**config.mk**
```make
export PLATFORM = sky130hd
export DESIGN_NAME = double_integer_power
export DESIGN_NICKNAME = d
export VERILOG_FILES = /design/src/rtl/dip_pkg.sv /design/src/rtl/double_integer_power.sv
export SDC_FILE = /design/constraint.sdc
export NUM_CORES = 2
export LEC_CHECK = 0
export BUFFER_PORTS_ARGS = -buffer_cell sky130_fd_sc_hd__buf_2
export CAP_MARGIN = 25
export CELL_PAD_IN_SITES_DETAIL_PLACEMENT = 0
export CELL_PAD_IN_SITES_GLOBAL_PLACEMENT = 1
export CORE_AREA = 2 2 351 388
export DETAILED_ROUTE_END_ITERATION = 8
export DIE_AREA = 0 0 353 390
export PLACE_DENSITY_LB_ADDON = 0.12
export REMOVE_ABC_BUFFERS = 1
export SLEW_MARGIN = 25
export SYNTH_ARGS = -nofsm -noshare
export SYNTH_HDL_FRONTEND = slang
export SYNTH_SLANG_ARGS = --single-unit
```
**constraint.sdc**
```tcl
create_clock -name clock -period 12.9 [get_ports clock]
set_input_delay 1.29 -clock clock [delete_from_list [all_inputs] [get_ports clock]]
set_output_delay 1.29 -clock clock [all_outputs]
set_load 0.02 [all_outputs]
```
**src/rtl/dip_pkg.sv**
```systemverilog
// ----------------------------------------------------------------------------
// dip_pkg
// Shared types and constants for the double integer power block.
// ----------------------------------------------------------------------------
package dip_pkg;

   localparam int MAX_EXPONENT = 1024;
   localparam int CNT_W        = $clog2(MAX_EXPONENT + 1);

   localparam logic [63:0] ONE_BITS   = 64'h3FF0_0000_0000_0000;
   localparam logic [63:0] CANON_NAN  = 64'h7FF8_0000_0000_0000;
   localparam logic [10:0] EXP_ONES   = 11'h7FF;
   localparam int          QBITS      = 56;

   typedef enum logic [3:0] {
      ST_IDLE,
      ST_MSTART,
      ST_MUL,
      ST_NORM,
      ST_ROUND,
      ST_DSTART,
      ST_DPRE,
      ST_DIV,
      ST_FIN
   } state_type;

endpackage

```
**src/rtl/double_integer_power.sv**
```systemverilog
// ----------------------------------------------------------------------------
// double_integer_power
// Raises a binary64 base to a signed integer exponent by repeated multiply.
// ----------------------------------------------------------------------------
// A request is taken when start is high and busy is low. Exponent zero gives
// 1.0 straight away (with rsp_zero_to_zero set for a zero base) and a zero
// base gives +0.0; neither uses the multiplier. Otherwise one shared 27x27
// multiplier forms each rounded product over four passes, and each product
// then takes one normalising shift at a time before it is rounded. A negative
// exponent adds a bit-serial reciprocal, which is normalised and rounded in
// the same way. The result is shown for one cycle with rsp_valid and cannot
// be held off; busy is high from acceptance until that cycle.
// ----------------------------------------------------------------------------
module double_integer_power (
   input  logic        clock,
   input  logic        reset,
   input  logic        start,
   output logic        busy,
   input  logic [63:0] req_base_bits,
   input  logic signed [11:0] req_exponent,
   output logic        rsp_valid,
   output logic [63:0] rsp_result_bits,
   output logic        rsp_zero_to_zero
);

   dip_pkg::state_type state_ff, state_in;

   logic [63:0]  base_ff, base_in;
   logic [63:0]  acc_ff, acc_in;
   logic         neg_ff, neg_in;
   logic         div_ff, div_in;
   logic         flag_ff, flag_in;
   logic [dip_pkg::CNT_W-1:0] cnt_ff, cnt_in;
   logic [52:0]  ma_ff, ma_in;
   logic [52:0]  mb_ff, mb_in;
   logic [53:0]  pp_ff, pp_in;
   logic [105:0] p_ff, p_in;
   logic signed [13:0] e_ff, e_in;
   logic         sg_ff, sg_in;
   logic         stk_ff, stk_in;
   logic [2:0]   ph_ff, ph_in;
   logic [53:0]  r_ff, r_in;
   logic [5:0]   q_ff, q_in;
   logic         vld_ff, vld_in;
   logic [63:0]  res_ff, res_in;
   logic         z2z_ff, z2z_in;

   // request decode
   logic [11:0] mag;
   logic [16:0] mag_sat;
   logic        base_zero;

   // operand decode
   logic [10:0] a_x, b_x;
   logic        a_zero, b_zero, a_inf, b_inf, a_nan, b_nan;
   logic [26:0] op_x, op_y;
   logic [105:0] pp_sh;

   // rounding
   logic        rnd_up;
   logic [53:0] m1;
   logic [52:0] m_r;
   logic signed [13:0] e_r;
   logic        ge;
   logic [53:0] r_sub;

   assign mag = req_exponent[11] ? 12'(-req_exponent) : 12'(req_exponent);
   assign mag_sat = ({5'd0, mag} > 17'(dip_pkg::MAX_EXPONENT)) ?
                    17'(dip_pkg::MAX_EXPONENT) : {5'd0, mag};
   assign base_zero = (req_base_bits[62:0] == 63'd0);

   assign a_x    = acc_ff[62:52];
   assign b_x    = base_ff[62:52];
   assign a_zero = (acc_ff[62:0] == 63'd0);
   assign b_zero = (base_ff[62:0] == 63'd0);
   assign a_inf  = (a_x == dip_pkg::EXP_ONES) && (acc_ff[51:0] == 52'd0);
   assign b_inf  = (b_x == dip_pkg::EXP_ONES) && (base_ff[51:0] == 52'd0);
   assign a_nan  = (a_x == dip_pkg::EXP_ONES) && (acc_ff[51:0] != 52'd0);
   assign b_nan  = (b_x == dip_pkg::EXP_ONES) && (base_ff[51:0] != 52'd0);

   always_comb begin
      case (ph_ff)
         3'd0:    begin op_x = ma_ff[26:0];         op_y = mb_ff[26:0];         end
         3'd1:    begin op_x = ma_ff[26:0];         op_y = {1'b0, mb_ff[52:27]}; end
         3'd2:    begin op_x = {1'b0, ma_ff[52:27]}; op_y = mb_ff[26:0];         end
         default: begin op_x = {1'b0, ma_ff[52:27]}; op_y = {1'b0, mb_ff[52:27]}; end
      endcase
   end

   always_comb begin
      case (ph_ff)
         3'd1:    pp_sh = {52'd0, pp_ff};
         3'd2:    pp_sh = {25'd0, pp_ff, 27'd0};
         3'd3:    pp_sh = {25'd0, pp_ff, 27'd0};
         default: pp_sh = {pp_ff[51:0], 54'd0};
      endcase
   end

   assign rnd_up = p_ff[52] & ((|p_ff[51:0]) | stk_ff | p_ff[53]);
   assign m1     = {1'b0, p_ff[105:53]} + 54'(rnd_up);
   assign m_r    = m1[53] ? m1[53:1] : m1[52:0];
   assign e_r    = m1[53] ? e_ff + 14'sd1 : e_ff;

   assign ge    = (r_ff >= {1'b0, ma_ff});
   assign r_sub = ge ? (r_ff - {1'b0, ma_ff}) : r_ff;

   always_comb begin
      state_in = state_ff;
      base_in  = base_ff;
      acc_in   = acc_ff;
      neg_in   = neg_ff;
      div_in   = div_ff;
      flag_in  = flag_ff;
      cnt_in   = cnt_ff;
      ma_in    = ma_ff;
      mb_in    = mb_ff;
      pp_in    = pp_ff;
      p_in     = p_ff;
      e_in     = e_ff;
      sg_in    = sg_ff;
      stk_in   = stk_ff;
      ph_in    = ph_ff;
      r_in     = r_ff;
      q_in     = q_ff;
      vld_in   = 1'b0;
      res_in   = res_ff;
      z2z_in   = z2z_ff;

      case (state_ff)
         dip_pkg::ST_IDLE: begin
            if (start) begin
               base_in = req_base_bits;
               neg_in  = req_exponent[11];
               div_in  = 1'b0;
               cnt_in  = dip_pkg::CNT_W'(mag_sat);
               flag_in = 1'b0;
               if (mag_sat == 17'd0) begin
                  acc_in   = dip_pkg::ONE_BITS;
                  flag_in  = base_zero;
                  state_in = dip_pkg::ST_FIN;
               end else if (base_zero) begin
                  acc_in   = 64'd0;
                  state_in = dip_pkg::ST_FIN;
               end else begin
                  acc_in   = dip_pkg::ONE_BITS;
                  state_in = dip_pkg::ST_MSTART;
               end
            end
         end

         dip_pkg::ST_MSTART: begin
            sg_in  = acc_ff[63] ^ base_ff[63];
            ma_in  = {(a_x != 11'd0), acc_ff[51:0]};
            mb_in  = {(b_x != 11'd0), base_ff[51:0]};
            e_in   = $signed({3'd0, ((a_x == 11'd0) ? 11'd1 : a_x)})
                   + $signed({3'd0, ((b_x == 11'd0) ? 11'd1 : b_x)}) - 14'sd1022;
            p_in   = 106'd0;
            stk_in = 1'b0;
            ph_in  = 3'd0;
            state_in = dip_pkg::ST_MUL;
            if (a_nan || b_nan || ((a_inf || b_inf) && (a_zero || b_zero))) begin
               acc_in = dip_pkg::CANON_NAN;
            end else if (a_inf || b_inf) begin
               acc_in = {acc_ff[63] ^ base_ff[63], dip_pkg::EXP_ONES, 52'd0};
            end else if (a_zero || b_zero) begin
               acc_in = {acc_ff[63] ^ base_ff[63], 63'd0};
            end
            if (a_nan || b_nan || a_inf || b_inf || a_zero || b_zero) begin
               cnt_in = cnt_ff - dip_pkg::CNT_W'(1);
               if (cnt_ff != dip_pkg::CNT_W'(1)) begin
                  state_in = dip_pkg::ST_MSTART;
               end else if (neg_ff) begin
                  state_in = dip_pkg::ST_DSTART;
               end else begin
                  state_in = dip_pkg::ST_FIN;
               end
            end
         end

         dip_pkg::ST_MUL: begin
            pp_in = op_x * op_y;
            if (ph_ff != 3'd0) begin
               p_in = p_ff + pp_sh;
            end
            ph_in = ph_ff + 3'd1;
            if (ph_ff == 3'd4) begin
               state_in = dip_pkg::ST_NORM;
            end
         end

         dip_pkg::ST_NORM: begin
            if (e_ff < -14'sd120) begin
               p_in   = 106'd0;
               stk_in = 1'b1;
               e_in   = 14'sd1;
            end else if (e_ff < 14'sd1) begin
               stk_in = stk_ff | p_ff[0];
               p_in   = {1'b0, p_ff[105:1]};
               e_in   = e_ff + 14'sd1;
            end else if (!p_ff[105] && (e_ff > 14'sd1) && (p_ff != 106'd0)) begin
               p_in = {p_ff[104:0], 1'b0};
               e_in = e_ff - 14'sd1;
            end else begin
               state_in = dip_pkg::ST_ROUND;
            end
         end

         dip_pkg::ST_ROUND: begin
            if (e_r >= 14'sd2047) begin
               acc_in = {sg_ff, dip_pkg::EXP_ONES, 52'd0};
            end else begin
               acc_in = {sg_ff, (m_r[52] ? e_r[10:0] : 11'd0), m_r[51:0]};
            end
            if (div_ff) begin
               state_in = dip_pkg::ST_FIN;
            end else begin
               cnt_in = cnt_ff - dip_pkg::CNT_W'(1);
               if (cnt_ff != dip_pkg::CNT_W'(1)) begin
                  state_in = dip_pkg::ST_MSTART;
               end else if (neg_ff) begin
                  state_in = dip_pkg::ST_DSTART;
               end else begin
                  state_in = dip_pkg::ST_FIN;
               end
            end
         end

         dip_pkg::ST_DSTART: begin
            div_in = 1'b1;
            sg_in  = acc_ff[63];
            ma_in  = {(a_x != 11'd0), acc_ff[51:0]};
            e_in   = 14'sd2046 - $signed({3'd0, ((a_x == 11'd0) ? 11'd1 : a_x)});
            p_in   = 106'd0;
            stk_in = 1'b0;
            q_in   = 6'd0;
            r_in   = 54'd1 << 52;
            if (a_nan) begin
               acc_in   = dip_pkg::CANON_NAN;
               state_in = dip_pkg::ST_FIN;
            end else if (a_inf) begin
               acc_in   = {acc_ff[63], 63'd0};
               state_in = dip_pkg::ST_FIN;
            end else if (a_zero) begin
               acc_in   = {acc_ff[63], dip_pkg::EXP_ONES, 52'd0};
               state_in = dip_pkg::ST_FIN;
            end else begin
               state_in = dip_pkg::ST_DPRE;
            end
         end

         dip_pkg::ST_DPRE: begin
            if (!ma_ff[52]) begin
               ma_in = {ma_ff[51:0], 1'b0};
               e_in  = e_ff + 14'sd1;
            end else begin
               state_in = dip_pkg::ST_DIV;
            end
         end

         dip_pkg::ST_DIV: begin
            r_in = {r_sub[52:0], 1'b0};
            q_in = q_ff + 6'd1;
            if (q_ff == 6'(dip_pkg::QBITS - 1)) begin
               p_in     = {p_ff[54:0], ge, 50'd0};
               stk_in   = (r_sub != 54'd0);
               state_in = dip_pkg::ST_NORM;
            end else begin
               p_in = {p_ff[104:0], ge};
            end
         end

         dip_pkg::ST_FIN: begin
            vld_in   = 1'b1;
            res_in   = acc_ff;
            z2z_in   = flag_ff;
            state_in = dip_pkg::ST_IDLE;
         end

         default: begin
            state_in = dip_pkg::ST_IDLE;
         end
      endcase
   end

   always_ff @(posedge clock) begin
      if (reset) begin
         state_ff <= dip_pkg::ST_IDLE;
         vld_ff   <= 1'b0;
      end else begin
         state_ff <= state_in;
         vld_ff   <= vld_in;
      end
   end

   always_ff @(posedge clock) begin
      base_ff <= base_in;
      acc_ff  <= acc_in;
      neg_ff  <= neg_in;
      div_ff  <= div_in;
      flag_ff <= flag_in;
      cnt_ff  <= cnt_in;
      ma_ff   <= ma_in;
      mb_ff   <= mb_in;
      pp_ff   <= pp_in;
      p_ff    <= p_in;
      e_ff    <= e_in;
      sg_ff   <= sg_in;
      stk_ff  <= stk_in;
      ph_ff   <= ph_in;
      r_ff    <= r_in;
      q_ff    <= q_in;
      res_ff  <= res_in;
      z2z_ff  <= z2z_in;
   end

   assign busy             = (state_ff != dip_pkg::ST_IDLE);
   assign rsp_valid        = vld_ff;
   assign rsp_result_bits  = res_ff;
   assign rsp_zero_to_zero = z2z_ff;

   a_strobe_single: assert property (@(posedge clock) disable iff (reset)
      rsp_valid |=> !rsp_valid)
      else $error("response strobe held for two cycles");

   a_strobe_idle: assert property (@(posedge clock) disable iff (reset)
      rsp_valid |-> !busy)
      else $error("response while busy");

   a_z2z_one: assert property (@(posedge clock) disable iff (reset)
      (rsp_valid && rsp_zero_to_zero) |-> (rsp_result_bits == dip_pkg::ONE_BITS))
      else $error("zero to zero without 1.0");

   a_accept_busy: assert property (@(posedge clock) disable iff (reset)
      (start && !busy) |=> busy)
      else $error("request accepted but not busy");

   a_fin_strobe: assert property (@(posedge clock) disable iff (reset)
      (state_ff == dip_pkg::ST_FIN) |=> rsp_valid)
      else $error("finish without response");

endmodule

```
## Word-level counts from Yosys, hierarchy flattened

Cells that the tools add are included.

| word-level totals | value |
|---|---|
| register bits after elaboration | 557 |
| latch bits | 0 |
| memory bits (writable) | 0 |
| memory bits (read-only) | 0 |
| output and inout bits | 67 |
| memories | 0 |

| cells by class | value |
|---|---|
| $add $sub $neg | 12 |
| multipliers | 1 |
| div/mod/pow operators | 0 |
| order comparisons | 6 |
| equal/unequal tests | 32 |
| shifts and indexed selects | 0 |
| multiplexer cells | 67 |
| bitwise operators | 5 |
| reductions and logical operators | 59 |

Operator list:

| operator | count |
|---|---|
| 2-to-1 mux 106 bit | 5 |
| case mux 106 bit (4 select lines) | 1 |
| 2-to-1 mux 64 bit | 5 |
| case mux 64 bit (4 select lines) | 1 |
| case mux 106 bit (2 select lines) | 1 |
| zero test 63 bit | 3 |
| 2-to-1 mux 63 bit | 3 |
| 2-to-1 mux 62 bit | 2 |
| case mux 54 bit (2 select lines) | 1 |
| adder 106 bit | 1 |
| 2-to-1 mux 53 bit | 2 |
| case mux 53 bit (2 select lines) | 1 |
| nonzero test 106 bit | 1 |
| zero test 52 bit | 2 |
| nonzero test 52 bit | 2 |
| 2-to-1 mux 14 bit | 5 |
| 2-to-1 mux 11 bit | 6 |
| 2-to-1 mux 4 bit | 16 |
| case mux 14 bit (4 select lines) | 1 |
| adder 53 x 1 -> 54 bit | 1 |
| greater-or-equal comparator 54 x 53 -> 1 bit | 1 |
| multiplier 27 x 27 -> 54 bit | 1 |
| 2-to-1 mux 27 bit | 2 |
| 2-to-1 mux 54 bit | 1 |
| 57 further kinds | 117 |

## Depth between registers and ports, before layout

| depth | value |
|---|---|
| depth after elaboration | 9 |
| depth in mapped cells | 34 |
| depth with buffers taken out | 32 |

## Least setup slack after synthesis

Ideal clock, no wire load.

| timing path | value |
|---|---|
| kind | flip-flop to flip-flop |
| from | register e_ff[5] |
| to | register p_ff[0] (enable) |
| setup time | 761 ps |
| data arrival time | 9550 ps |
| path slack | 2589 ps |
| stages on the path, launching flop included | 8 |
| buffers on the path | 1 |
| period minus slack after synthesis | 10311 ps |
| cell sequence | edfxtp_1 -> clkbuf_1 -> nor4_1 -> nand3_1 -> nor2_1 -> or2_2 -> a21oi_1 -> a311oi_1 |

| between the ends | value |
|---|---|
| word-level cells in the longest chain between the ends | 5 |

RTL lines:

| item | RTL line | RTL |
|---|---|---|
| start: declaration | double_integer_power.sv:38 | `logic signed [13:0] e_ff, e_in;` |
| start signal: assignment | double_integer_power.sv:306 | `e_ff <= e_in;` |
| greater-than comparator 14 x 2 -> 1 bit | double_integer_power.sv:200 | `end else if (!p_ff[105] && (e_ff > 14'sd1) && (p_ff != 106'd0)) begin` |
| logical AND 1 bit (2 in a row) | double_integer_power.sv:200 |  |
| != test 4 bit (no source line) (*) | -- |  |
| AND reduction 3 bit (no source line) (*) | -- |  |
| end signal: assignment | double_integer_power.sv:305 | `p_ff <= p_in;` |
| end: declaration | double_integer_power.sv:37 | `logic [105:0] p_ff, p_in;` |

Every way passes the cells marked *; elsewhere a longest branch is shown, timed or not.
A chain may end at the register's enable or synchronous reset.

## Worst setup path after layout

| timing path | value |
|---|---|
| from | register ph_ff[0] |
| to | register pp_ff[47], data pin |

| between the ends | value |
|---|---|
| word-level cells in the longest chain between the ends | 4 |

RTL lines:

| item | RTL line | RTL |
|---|---|---|
| start: declaration | double_integer_power.sv:41 | `logic [2:0] ph_ff, ph_in;` |
| start signal: assignment | double_integer_power.sv:309 | `ph_ff <= ph_in;` |
| == test 3 x 1 -> 1 bit (tied with other cells) | double_integer_power.sv:82 | `case (ph_ff)` |
| OR reduction 2 bit (no source line) | -- |  |
| 2-to-1 mux 27 bit | double_integer_power.sv:82 |  |
| multiplier 27 x 27 -> 54 bit (*) | double_integer_power.sv:181 | `pp_in = op_x * op_y;` |
| end signal: assignment | double_integer_power.sv:304 | `pp_ff <= pp_in;` |
| end: declaration | double_integer_power.sv:36 | `logic [53:0] pp_ff, pp_in;` |

Marked as above.

==> flow_metrics.py <==
metrics = {
    "timing": {
        "setup-tns-final_ps": 0,
        "timing.final.max_slew_violations": 0,
        "whs_ps": 421.0,
        "final_hold_viol_count": 0,
        "period_share_pct": 80.10,
        "fmax_mhz": 96.78,
        "min_period_ps": 10330,
        "clock_skew_ps": 42.95,
        "final-setup-viol-count": 0,
        "transition_at_the_pin_with_the_smallest_max_transition_slack_ps": 1165,
        "post-route-worst-setup-slack_ps": 2567,
        "rsz_0062_raised_after_global_routing": "false",
        "slew_headroom_pct": 22.32,
    },
    "clock_tree": {
        "cts_max_level": 3,
        "cts_inserted_buffers": 67,
        "postCtsSetupRepairBufs": 0,
        "cts.repair.resized": 0,
        "cts_hold_buf": 0,
        "cts_tree": "yes",
        "cts.path.max_buffers": 3,
        "cts_sinks": 556,
        "worstSkewPairLatency_ps": 680,
        "worst_setup_hold_path_clk_slew_ps": 70,
        "cts_root_buf": "sky130_fd_sc_hd__clkbuf_16",
    },
    "yosys": {
        "synthArstFlopShare_pct": 0,
        "synth-seq-cells": 556,
        "synthesis.yosys.warnings": 0,
        "synth_seq_area_share_pct": 27.86,
        "ys_dominant_reg_cell": "sky130_fd_sc_hd__edfxtp_1",
        "syn_area_per_cell_um2": 9.076,
        "synth_enable_flop_cells": 551,
        "synth_area_um2": 59750,
        "synth_cell_type_count": 94,
        "syn_inst": 6583,
    },
    "global_routing": {
        "maximum_number_of_pins_on_one_net_before_global_route_repair": 82,
        "gr-max-usage-layer": "met2",
        "groute.layer.met1.usage_pct": 43.29,
        "met2_track_demand_over_resource_pct": 51.28,
        "grt_util_all_layers_pct": 32.09,
        "first_global_vias": 49620,
        "grt_first_pass_wirelength_mm": 328.8,
        "groute.layer.met3.usage_pct": 4.640,
        "globalRouteOverflowTotal": 0,
        "antenna_found_initial": 9,
    },
    "route": {
        "first_iter_violations": 4832,
        "drt_drc": 1,
        "via_count": 49630,
        "drt-total-wl_mm": 221.9,
        "ant_nets": 0,
        "routed_length_per_placed_instance_um": 26.43,
        "route.detailed.vias_per_inst": 5.913,
        "drt_pre_antenna_iters": 9,
    },
    "critical_path": {
        "r2r_cells": 32,
        "cp.required_ps": 13310,
        "setup.reg_to_reg.worst_slack_ps": 2570,
        "setup.worst_path.start_class": "flip-flop",
        "cp_data_arrival_time_ps": 10740,
        "worstSetupPathType": "reg2reg",
        "path_common_cell": "sky130_fd_sc_hd__fa_1",
        "launch_instance_of_the_worst_register_to_register_path": "ph_ff[0]",
        "worstSetupEndpointType": "flip-flop",
        "max_stage_delay_ps": 850,
        "cpMaxStageDelayCell": "sky130_fd_sc_hd__clkinv_1",
        "worstPathMaxFanout": 44,
        "crit_start": "ph_ff[0]",
        "r2r-end": "pp_ff[47]",
    },
    "status": {
        "status": "complete, but fails checks",
        "violations": "design-rule violations",
    },
    "floorplanning": {
        "die_footprint_um2": 137700,
        "die_x_um": 353,
        "row_count": 141,
        "y_dimension_of_the_die_um": 390,
        "pin_count": 146,
        "core_area_um2": 133700,
        "starting_density_of_the_core_pct": 44.68,
    },
    "flow_run": {
        "drv_cap": 0,
    },
    "layout": {
        "final_cell_area_um2": 64650,
        "area.growth.synth_to_final_pct": 8.203,
        "finalNetCount": 7647,
        "post_route_cells_drive_above_1_share_pct": 6.615,
    },
    "hold_path": {
        "hold_start": "flag_ff",
        "worstHoldPathCells": 0,
        "hold_class": "reg2reg",
        "end_point_of_the_most_critical_hold_path": "rsp_zero_to_zero",
    },
    "placement": {
        "finalWeightedCongestion": 0.9749,
        "dp_worst_setup_slack_ps": 2679,
        "post-dp-hpwl_mm": 173.2,
        "place.port_buffers": 145,
        "instance_area_at_placement_um2": 62410,
    },
}
-- state kept, by name, summed over array words and instances (netlist names), 3 cells and up --
| register | flops |
|---|---|
| e_ff | 14 |
| p_ff | 106 |
| mb_ff | 53 |
| r_ff | 53 |
| q_ff | 6 |
| ma_ff | 53 |
| pp_ff | 54 |
| rsp_result_bits | 64 |
| cnt_ff | 11 |
| acc_ff | 64 |
| base_ff | 64 |
| state_ff | 4 |
| ph_ff | 3 |
-- layer usage --
metal / wire length (µm) / share of wire [%] / vias up
met5: 13 / 0.0059 / -
met4: 11840 / 5.3 / 2
met3: 16340 / 7.4 / 447
met2: 100600 / 45 / 2118
met1: 93060 / 42 / 24710
li1: - / - / 22360
-- per-stage QoR --
step / utilization (%) / std cells
detailed placement: 46.67 / 8272
global placement: 46.64 / 8271
finish: 48.34 / 8394
global route: 48.34 / 8394
floorplan: - / 6230
CTS: 48.31 / 8392
-- cells in the mapped netlist (all sizes together), types with 46 or more instances --
master	instances	area [µm²]
a21o	123	923.4
a21oi	352	1765
a222oi	53	530.5
a22oi	49	367.9
and2	79	494.2
and3	84	525.5
clkbuf	320	1201
edfxtp	551	16550
fa	627	12550
ha	386	4830
inv	855	3209
nand2	981	3687
nand3	133	665.6
nand4	105	656.9
nor2	528	1982
nor2b	46	295.3
nor3	68	345.3
nor4	111	694.4
o21ai	267	1336
o31ai	77	635.6
xnor2	165	1445
xor2	122	1069
-- final cells by class --
cell class              instances  area [µm²]
well taps                    1787        2236
inverters                     857        3217
multi-input cells            4817       38760
fillers                     13020       69080
clock buffers                  85        1849
diodes                          1       2.502
repair buffers                256        1592
flip-flops and latches        556       16650
clock inverters                35       347.8
-- cells in the final DEF (no fill, tap or decap), types with 24 or more instances in the layout --
| master | n |
|---|---|
| sky130_fd_sc_hd__nand2_1 | 975 |
| sky130_fd_sc_hd__inv_1 | 853 |
| sky130_fd_sc_hd__fa_1 | 627 |
| sky130_fd_sc_hd__edfxtp_1 | 551 |
| sky130_fd_sc_hd__nor2_1 | 527 |
| sky130_fd_sc_hd__ha_1 | 386 |
| sky130_fd_sc_hd__a21oi_1 | 342 |
| sky130_fd_sc_hd__o21ai_0 | 245 |
| sky130_fd_sc_hd__xnor2_1 | 165 |
| sky130_fd_sc_hd__buf_2 | 145 |
| sky130_fd_sc_hd__nand3_1 | 133 |
| sky130_fd_sc_hd__a21o_1 | 122 |
| sky130_fd_sc_hd__xor2_1 | 122 |
| sky130_fd_sc_hd__nor4_1 | 109 |
| sky130_fd_sc_hd__buf_4 | 109 |
| sky130_fd_sc_hd__nand4_1 | 105 |
| sky130_fd_sc_hd__and3_1 | 82 |
| sky130_fd_sc_hd__and2_1 | 76 |
| sky130_fd_sc_hd__clkbuf_16 | 71 |
| sky130_fd_sc_hd__o31ai_1 | 69 |
| sky130_fd_sc_hd__nor3_1 | 67 |
| sky130_fd_sc_hd__a222oi_1 | 53 |
| sky130_fd_sc_hd__a22oi_1 | 49 |
| sky130_fd_sc_hd__nor2b_1 | 43 |
| sky130_fd_sc_hd__a31oi_1 | 41 |
| sky130_fd_sc_hd__nand2b_1 | 36 |
| sky130_fd_sc_hd__o21a_1 | 36 |
| sky130_fd_sc_hd__o21bai_1 | 36 |
| sky130_fd_sc_hd__a22o_1 | 30 |
| sky130_fd_sc_hd__a211oi_1 | 24 |
-- cells by family after synthesis --
group / share of synthesized area [%]
AND/OR/NAND/NOR: 16.74
multiplexers: 0.5424
flip-flops: 27.86
buffers and inverters: 7.648
adder cells (fa/ha/maj): 29.09
XOR/XNOR: 4.207
AO/OA/AOI/OAI: 13.91
-- worst max-delay path by stage --
stage	to	slack, ps	cells after the start
2_1_floorplan	p_ff[99]	1690	8
3_3_place_gp	pp_ff[47]	2790	32
5_1_grt	pp_ff[45]	1890	33
3_5_place_dp	pp_ff[47]	2680	32
6_report	pp_ff[47]	2570	32
4_1_cts	pp_ff[47]	2630	32
-- critical path, delay by kind of cell (launching register included) --
family                   cells  cell delay [ps]
buffers and inverters        8             1800
AND/OR/NAND/NOR              3             1130
adder cells (fa/ha/maj)      9             3870
XOR/XNOR                     1              170
AO/OA/AOI/OAI               11             2630
flip-flops                   1              410
Power is not shown: default switching activity piles up to over one toggle a cycle in this logic, so the estimate is an artifact.
